==> config.mk <==
export PLATFORM = sky130hd
export DESIGN_NAME = breakpoint_span_classifier
export DESIGN_NICKNAME = d
export VERILOG_FILES = /design/src/rtl/bsc_pkg.sv /design/src/rtl/breakpoint_span_classifier.sv
export SDC_FILE = /design/constraint.sdc
export NUM_CORES = 1
export LEC_CHECK = 0
export BUFFER_PORTS_ARGS = -buffer_cell sky130_fd_sc_hd__buf_4
export CORE_AREA = 2 2 146 148
export DETAILED_ROUTE_END_ITERATION = 8
export DIE_AREA = 0 0 148 150
export GPL_TIMING_DRIVEN = 0
export PLACE_DENSITY = 0.95
export SKIP_CTS_REPAIR_TIMING = 1
export SLEW_MARGIN = 10
export SYNTH_ARGS = -nofsm -noshare
export SYNTH_HDL_FRONTEND = slang
export SYNTH_SLANG_ARGS = --single-unit
==> constraint.sdc <==
create_clock -name clock -period 22.9 [get_ports clock]
set_input_delay 4.58 -clock clock [delete_from_list [all_inputs] [get_ports clock]]
set_output_delay 4.58 -clock clock [all_outputs]
set_load 0.005 [all_outputs]
==> src/rtl/bsc_pkg.sv <==
`timescale 1ns / 1ps
// ----------------------------------------------------------------------------
// bsc_pkg
// Shared widths, register indexes and class codes for the breakpoint span
// classifier and its checker.
// ----------------------------------------------------------------------------
package bsc_pkg;

   // field widths
   localparam int NODE_W  = 20;
   localparam int LEN_W   = 12;
   localparam int SPAN_W  = 16;
   localparam int SUM_W   = 16;
   localparam int COUNT_W = 32;
   localparam int CLASS_W = 2;
   localparam int INDEX_W = 2;

   // stream word widths
   localparam int REQ_DATA_W = NODE_W + LEN_W;
   localparam int RSP_DATA_W = 2 * COUNT_W;

   // configuration register indexes
   localparam logic [INDEX_W-1:0] CSR_FIRST_VARIANT = 2'd0;
   localparam logic [INDEX_W-1:0] CSR_LAST_VARIANT  = 2'd1;
   localparam logic [INDEX_W-1:0] CSR_MIN_SPAN      = 2'd2;

   // reset value of the minimum span
   localparam logic [SPAN_W-1:0] MIN_SPAN_RESET = 16'd10;

   // flank class codes
   localparam logic [CLASS_W-1:0] CLASS_NONE  = 2'd0;
   localparam logic [CLASS_W-1:0] CLASS_LEFT  = 2'd1;
   localparam logic [CLASS_W-1:0] CLASS_RIGHT = 2'd2;
   localparam logic [CLASS_W-1:0] CLASS_BOTH  = 2'd3;

   // saturation limits
   localparam logic [SUM_W-1:0]   SUM_MAX   = '1;
   localparam logic [COUNT_W-1:0] COUNT_MAX = '1;

endpackage

==> src/rtl/breakpoint_span_classifier.sv <==
`timescale 1ns / 1ps
// ----------------------------------------------------------------------------
// breakpoint_span_classifier
// Sorts the node segments of read alignments into left flank, variant and
// right flank sums and classes each finished read by the breakpoints it spans.
// ----------------------------------------------------------------------------
// Usage
//   req channel: one word per node segment, tdata = {span_length, node_id},
//   tlast set on the last segment of an alignment.
//   rsp channel: one word per request word, tdata = {right_count, left_count},
//   tuser = flank class (zero while the alignment is open), tlast set when
//   that request word closed an alignment.
//   csr channel: index 0 first variant node, 1 last variant node, 2 minimum
//   span; other indexes are dropped. Always ready; write only while idle.
// Pipeline and throughput
//   A word is captured in the input register, then classified, summed and
//   counted into the output register, which drives rsp_tvalid; while rsp
//   stalls with the output full, the word waits in the input register. One
//   word per cycle sustained while rsp_tready stays high; the loop that sets
//   it is the flank sum and counter update.
// Reset and stall
//   Reset empties both registers, clears the sums and counters and loads the
//   register reset values. When rsp stalls the output word holds, the input
//   register still fills, and req_tready drops only with both registers full.
// ----------------------------------------------------------------------------
module breakpoint_span_classifier (
   input  logic                                clock,
   input  logic                                reset,
   // request stream
   input  logic                                req_tvalid,
   output logic                                req_tready,
   input  logic [bsc_pkg::REQ_DATA_W-1:0]      req_tdata,   // node_id, span_length
   input  logic                                req_tlast,
   // result stream
   output logic                                rsp_tvalid,
   input  logic                                rsp_tready,
   output logic [bsc_pkg::RSP_DATA_W-1:0]      rsp_tdata,   // left_count, right_count
   output logic [bsc_pkg::CLASS_W-1:0]         rsp_tuser,   // flank_class
   output logic                                rsp_tlast,
   // configuration writes
   input  logic                                csr_valid,
   output logic                                csr_ready,
   input  logic [bsc_pkg::INDEX_W-1:0]         csr_index,
   input  logic [bsc_pkg::NODE_W-1:0]          csr_data
);
   import bsc_pkg::*;

   // configuration registers
   logic [NODE_W-1:0]  first_ff, last_ff;
   logic [SPAN_W-1:0]  min_span_ff;

   // input register
   logic               in_valid_ff;
   logic [NODE_W-1:0]  node_ff;
   logic [LEN_W-1:0]   len_ff;
   logic               last_node_ff;

   // accumulation state
   logic [SUM_W-1:0]   left_sum_ff, var_sum_ff, right_sum_ff;
   logic [SUM_W-1:0]   left_sum_in, var_sum_in, right_sum_in;
   logic [COUNT_W-1:0] left_reads_ff, right_reads_ff;
   logic [COUNT_W-1:0] left_reads_in, right_reads_in;

   // output register
   logic               out_valid_ff;
   logic               out_done_ff;
   logic [CLASS_W-1:0] out_class_ff;
   logic [CLASS_W-1:0] class_in;

   // working values
   logic               advance;
   logic               to_left, to_var;
   logic [SUM_W-1:0]   sel_sum;
   logic [SUM_W:0]     raw_sum;
   logic [SUM_W-1:0]   sat_sum;
   logic [SUM_W-1:0]   left_new, var_new, right_new;
   logic [SUM_W:0]     var_right, var_left;
   logic               sup_left, sup_right;

   // handshakes
   assign advance    = in_valid_ff && (!out_valid_ff || rsp_tready);
   assign req_tready = !in_valid_ff || advance;
   assign csr_ready  = 1'b1;

   // configuration write decode
   always_ff @(posedge clock) begin
      if (reset) begin
         first_ff    <= '0;
         last_ff     <= '0;
         min_span_ff <= MIN_SPAN_RESET;
      end else if (csr_valid) begin
         unique case (csr_index)
            CSR_FIRST_VARIANT: first_ff    <= csr_data;
            CSR_LAST_VARIANT:  last_ff     <= csr_data;
            CSR_MIN_SPAN:      min_span_ff <= csr_data[SPAN_W-1:0];
            default: ;
         endcase
      end
   end

   // input register
   always_ff @(posedge clock) begin
      if (reset) begin
         in_valid_ff <= 1'b0;
      end else if (req_tready) begin
         in_valid_ff <= req_tvalid;
      end
      if (req_tvalid && req_tready) begin
         node_ff      <= req_tdata[NODE_W-1:0];
         len_ff       <= req_tdata[REQ_DATA_W-1:NODE_W];
         last_node_ff <= req_tlast;
      end
   end

   // flank select and saturating add
   always_comb begin
      to_left = node_ff < first_ff;
      to_var  = !to_left && (node_ff <= last_ff);
      if (to_left) begin
         sel_sum = left_sum_ff;
      end else if (to_var) begin
         sel_sum = var_sum_ff;
      end else begin
         sel_sum = right_sum_ff;
      end
      raw_sum = {1'b0, sel_sum} + {{(SUM_W + 1 - LEN_W){1'b0}}, len_ff};
      sat_sum = raw_sum[SUM_W] ? SUM_MAX : raw_sum[SUM_W-1:0];
      left_new  = to_left ? sat_sum : left_sum_ff;
      var_new   = to_var ? sat_sum : var_sum_ff;
      right_new = (!to_left && !to_var) ? sat_sum : right_sum_ff;
   end

   // breakpoint span checks and counters
   always_comb begin
      var_right = {1'b0, var_new} + {1'b0, right_new};
      var_left  = {1'b0, var_new} + {1'b0, left_new};
      sup_left  = (left_new >= min_span_ff) && (var_right >= {1'b0, min_span_ff});
      sup_right = (var_left >= {1'b0, min_span_ff}) && (right_new >= min_span_ff);
      class_in       = CLASS_NONE;
      left_reads_in  = left_reads_ff;
      right_reads_in = right_reads_ff;
      left_sum_in    = left_new;
      var_sum_in     = var_new;
      right_sum_in   = right_new;
      if (last_node_ff) begin
         if (sup_left) begin
            class_in = class_in | CLASS_LEFT;
            if (left_reads_ff != COUNT_MAX) begin
               left_reads_in = left_reads_ff + COUNT_W'(1);
            end
         end
         if (sup_right) begin
            class_in = class_in | CLASS_RIGHT;
            if (right_reads_ff != COUNT_MAX) begin
               right_reads_in = right_reads_ff + COUNT_W'(1);
            end
         end
         left_sum_in  = '0;
         var_sum_in   = '0;
         right_sum_in = '0;
      end
   end

   // state and output register
   always_ff @(posedge clock) begin
      if (reset) begin
         left_sum_ff    <= '0;
         var_sum_ff     <= '0;
         right_sum_ff   <= '0;
         left_reads_ff  <= '0;
         right_reads_ff <= '0;
         out_valid_ff   <= 1'b0;
      end else begin
         if (advance) begin
            left_sum_ff    <= left_sum_in;
            var_sum_ff     <= var_sum_in;
            right_sum_ff   <= right_sum_in;
            left_reads_ff  <= left_reads_in;
            right_reads_ff <= right_reads_in;
            out_valid_ff   <= 1'b1;
         end else if (rsp_tready) begin
            out_valid_ff   <= 1'b0;
         end
      end
      if (advance) begin
         out_done_ff  <= last_node_ff;
         out_class_ff <= class_in;
      end
   end

   // result word
   assign rsp_tvalid = out_valid_ff;
   assign rsp_tdata  = {right_reads_ff, left_reads_ff};
   assign rsp_tuser  = out_class_ff;
   assign rsp_tlast  = out_done_ff;

endmodule

==> impl_metrics.json <==
{
  "outcome": "finished, final reports clean",
  "numCtsBuffers": 22,
  "layout.nets": 1944,
  "drive_gt1_frac": 0.1293,
  "synth_seq_area_share": 0.3406,
  "hold_viol_final": 0,
  "final_common_cell": "nand2_1",
  "grt_max_degree": 34,
  "antenna_found_initial": 0,
  "cts.sinks": 206,
  "tightest_slew_ns": 0.9465,
  "area_delta_synth_final_pct": 15.71,
  "setup_viol": 0,
  "fin_util": 0.7364,
  "synth_top_area_frac": 0.2585,
  "crit_family": "compound AO/OA/AOI/OAI gates",
  "yosysUniqueCellTypes": 76,
  "drt-total-wl_um": 38060,
  "syn_area_um2": 13170,
  "timing.hold.ws_ns": 0.4552,
  "cts_tree": "yes",
  "r2r_end": "left_reads_ff[2]$_SDFFE_PP0P_",
  "drt_iter0_markers": 1213,
  "period_share": 0.5188,
  "hold_class": "reg2reg",
  "drtPass1Iterations": 6,
  "maxCapViolCount": 0,
  "synth_cells": 1581,
  "yosysTopAreaCell": "dfxtp_1",
  "grt_usage": 0.3331,
  "antenna_cells": 0,
  "cts-root-buf": "clkbuf_16",
  "leakagePower_nw": 6.320,
  "fp.dieArea_um2": 22200,
  "ant_nets": 0,
  "pre_cts_ws_ns": 11.41,
  "reg2reg_depth": 43,
  "crit_path_end_kind": "register",
  "place_inst": 1983,
  "hpwlAfterDp_um": 27920,
  "grt_pass1_vias": 12350,
  "setup.worst_path.class": "reg2reg",
  "hold-path-cell-count": 2,
  "critPathMaxStageDelay_ns": 0.65,
  "worst_ep_required_time_ns": 23.31,
  "drc": 0,
  "slew_headroom": 0.3690,
  "ys.flop_type": "dfxtp_1",
  "holdCritStartpoint": "last_ff[17]$_SDFFE_PP0P_",
  "n_fill_cell": 1451,
  "fin_area_um2": 15240,
  "crit_buf_inv": 6,
  "synthArstFlopShare": 0,
  "grt_overflow": 0,
  "clkTransAtPathRegs_ns": 0.06,
  "clock.fmax_mhz": 84.17,
  "dieHeight_um": 150,
  "die_w_um": 148,
  "setup_ws_ns": 11.02,
  "power.density_nw_per_um2": 64.77,
  "startpoint_type": "register",
  "port_buffers": 127,
  "dpl_cell_area_um2": 14470,
  "ios": 130,
  "rsz0062_at_grt": "false",
  "grt_pass1_wl_um": 60340,
  "ff2ff_setup_slack_ns": 11.02,
  "period_minus_slack_ns": 11.88,
  "final_cells": 2023,
  "synth-edff-count": 36,
  "fin_skew_ns": 0.01118,
  "crit_fanout": 10,
  "totalPowerFinal_uw": 986.8,
  "avgSynthCellArea_um2": 8.329,
  "hold_end": "last_ff[17]$_SDFFE_PP0P_",
  "synth_seq_cells": 206,
  "clockBufferDepth": 3,
  "avgRoutedWirePerCell_um": 18.82,
  "r2r-start": "node_ff[14]$_DFFE_PP_",
  "gp_congestion": 0.9395,
  "fin_tns_setup_ns": 0,
  "core_um2": 20690,
  "clk_latency_ns": 0.52,
  "finalMaxSlewViolations": 0,
  "vias_per_cell": 6.286,
  "crit_path_top_delay_cell": "or4b_2",
  "layout_common_cells": "nand2_1 (239), dfxtp_1 (170), ha_1 (149)",
  "yosys-top-cells-area": "dfxtp_1 (26%), ha_1 (14%), edfxtp_1 (8.2%)",
  "rows": 53,
  "h-tree-depth": 1,
  "initial_utilization": 0.6364,
  "vias": 12720,
  "syn_nets": 1793,
  "cp.arrival_ns": 12.30,
  "yosysWarnings": 0,
  "ir_worst_vdd_v": 0.00004803
}
-- tightest hold or removal path, cell delays in order (launching register included) --
cell and delay [ns]:
dfxtp_1 0.31, nand2_1 0.05, a21oi_1 0.05
-- cells in the mapped netlist (13+ instances only) --
library cell / count
a21o_1: 28
a21oi_1: 142
a22o_1: 15
and3_1: 18
clkbuf_1: 47
dfxtp_1: 170
edfxtp_1: 36
ha_1: 149
inv_1: 86
mux2_2: 25
mux2i_1: 18
nand2_1: 239
nand2b_1: 15
nand3_1: 44
nand4_1: 27
nor2_1: 101
nor2b_1: 29
nor3_1: 18
o21a_1: 18
o21ai_0: 74
o21ai_1: 38
o41ai_1: 14
or2_2: 13
or3_1: 22
xnor2_1: 32
-- cell type report --
cell class / instances / area, um2 / area share
sequential: 206 / 4484 / 0.2943
inverter: 87 / 326.6 / 0.02143
multi-input combinational: 1225 / 8100 / 0.5317
clock buffer: 34 / 688.2 / 0.04517
buffer: 63 / 257.7 / 0.01692
clock inverter: 6 / 81.33 / 0.005338
timing repair buffer: 127 / 953.4 / 0.06258
tap: 275 / 344.1 / 0.02258
-- sequential cells by signal, summed over array words and instances, names as in the netlist, 2 cells and up --
signal and cells:
left_reads_ff 32, right_reads_ff 32, first_ff 20, last_ff 20, node_ff 20, left_sum_ff 16, min_span_ff 16, right_sum_ff 16
var_sum_ff 16, len_ff 12, rsp_tuser 2
-- metal layers --
layer	routed length, um	track usage	up-vias	share of wire
met5	0	0	-	0
met4	1367	0.1367	0	0.036
met1	14930	0.4184	5937	0.39
li1	-	-	5988	-
met3	3207	0.04543	123	0.084
met2	18560	0.5780	668	0.49
-- power breakdown --
part / total [mW] / internal [mW] / leakage, nW / switching [mW]
sequential: 0.385 / 0.379 / 1.72 / 0.00617
combinational: 0.220 / 0.0821 / 4.22 / 0.137
clock: 0.383 / 0.229 / 0.377 / 0.153
-- cell families (layout without fill, tap and decap cells) --
logic type / Yosys count / after routing / synth area share
AOI/OAI and AO/OA: 406 / 406 / 0.1912
xor gates and xnor gates: 41 / 41 / 0.02727
muxes: 46 / 46 / 0.03896
other: 1 / 1 / 0.0002848
adders and majority gates: 152 / 152 / 0.1461
buffers and inverters: 150 / 317 / 0.04437
and+or+nand+nor: 579 / 579 / 0.2112
DFF: 206 / 206 / 0.3406
-- how the worst max path moves through the flow --
stage          depth (start not counted)                  start  slack, ns                        endpoint
5_1_grt                               43  node_ff[15]$_DFFE_PP_      10.20  left_reads_ff[23]$_SDFFE_PP0P_
3_5_place_dp                          43  node_ff[13]$_DFFE_PP_      11.41  left_reads_ff[23]$_SDFFE_PP0P_
6_report                              43  node_ff[14]$_DFFE_PP_      11.02   left_reads_ff[2]$_SDFFE_PP0P_
2_1_floorplan                          2             rsp_tready      13.47                      req_tready
3_3_place_gp                          41  node_ff[15]$_DFFE_PP_      11.88  left_reads_ff[25]$_SDFFE_PP0P_
4_1_cts                               43  node_ff[14]$_DFFE_PP_      11.22   left_reads_ff[2]$_SDFFE_PP0P_
Power figures use the tool's default switching activity.
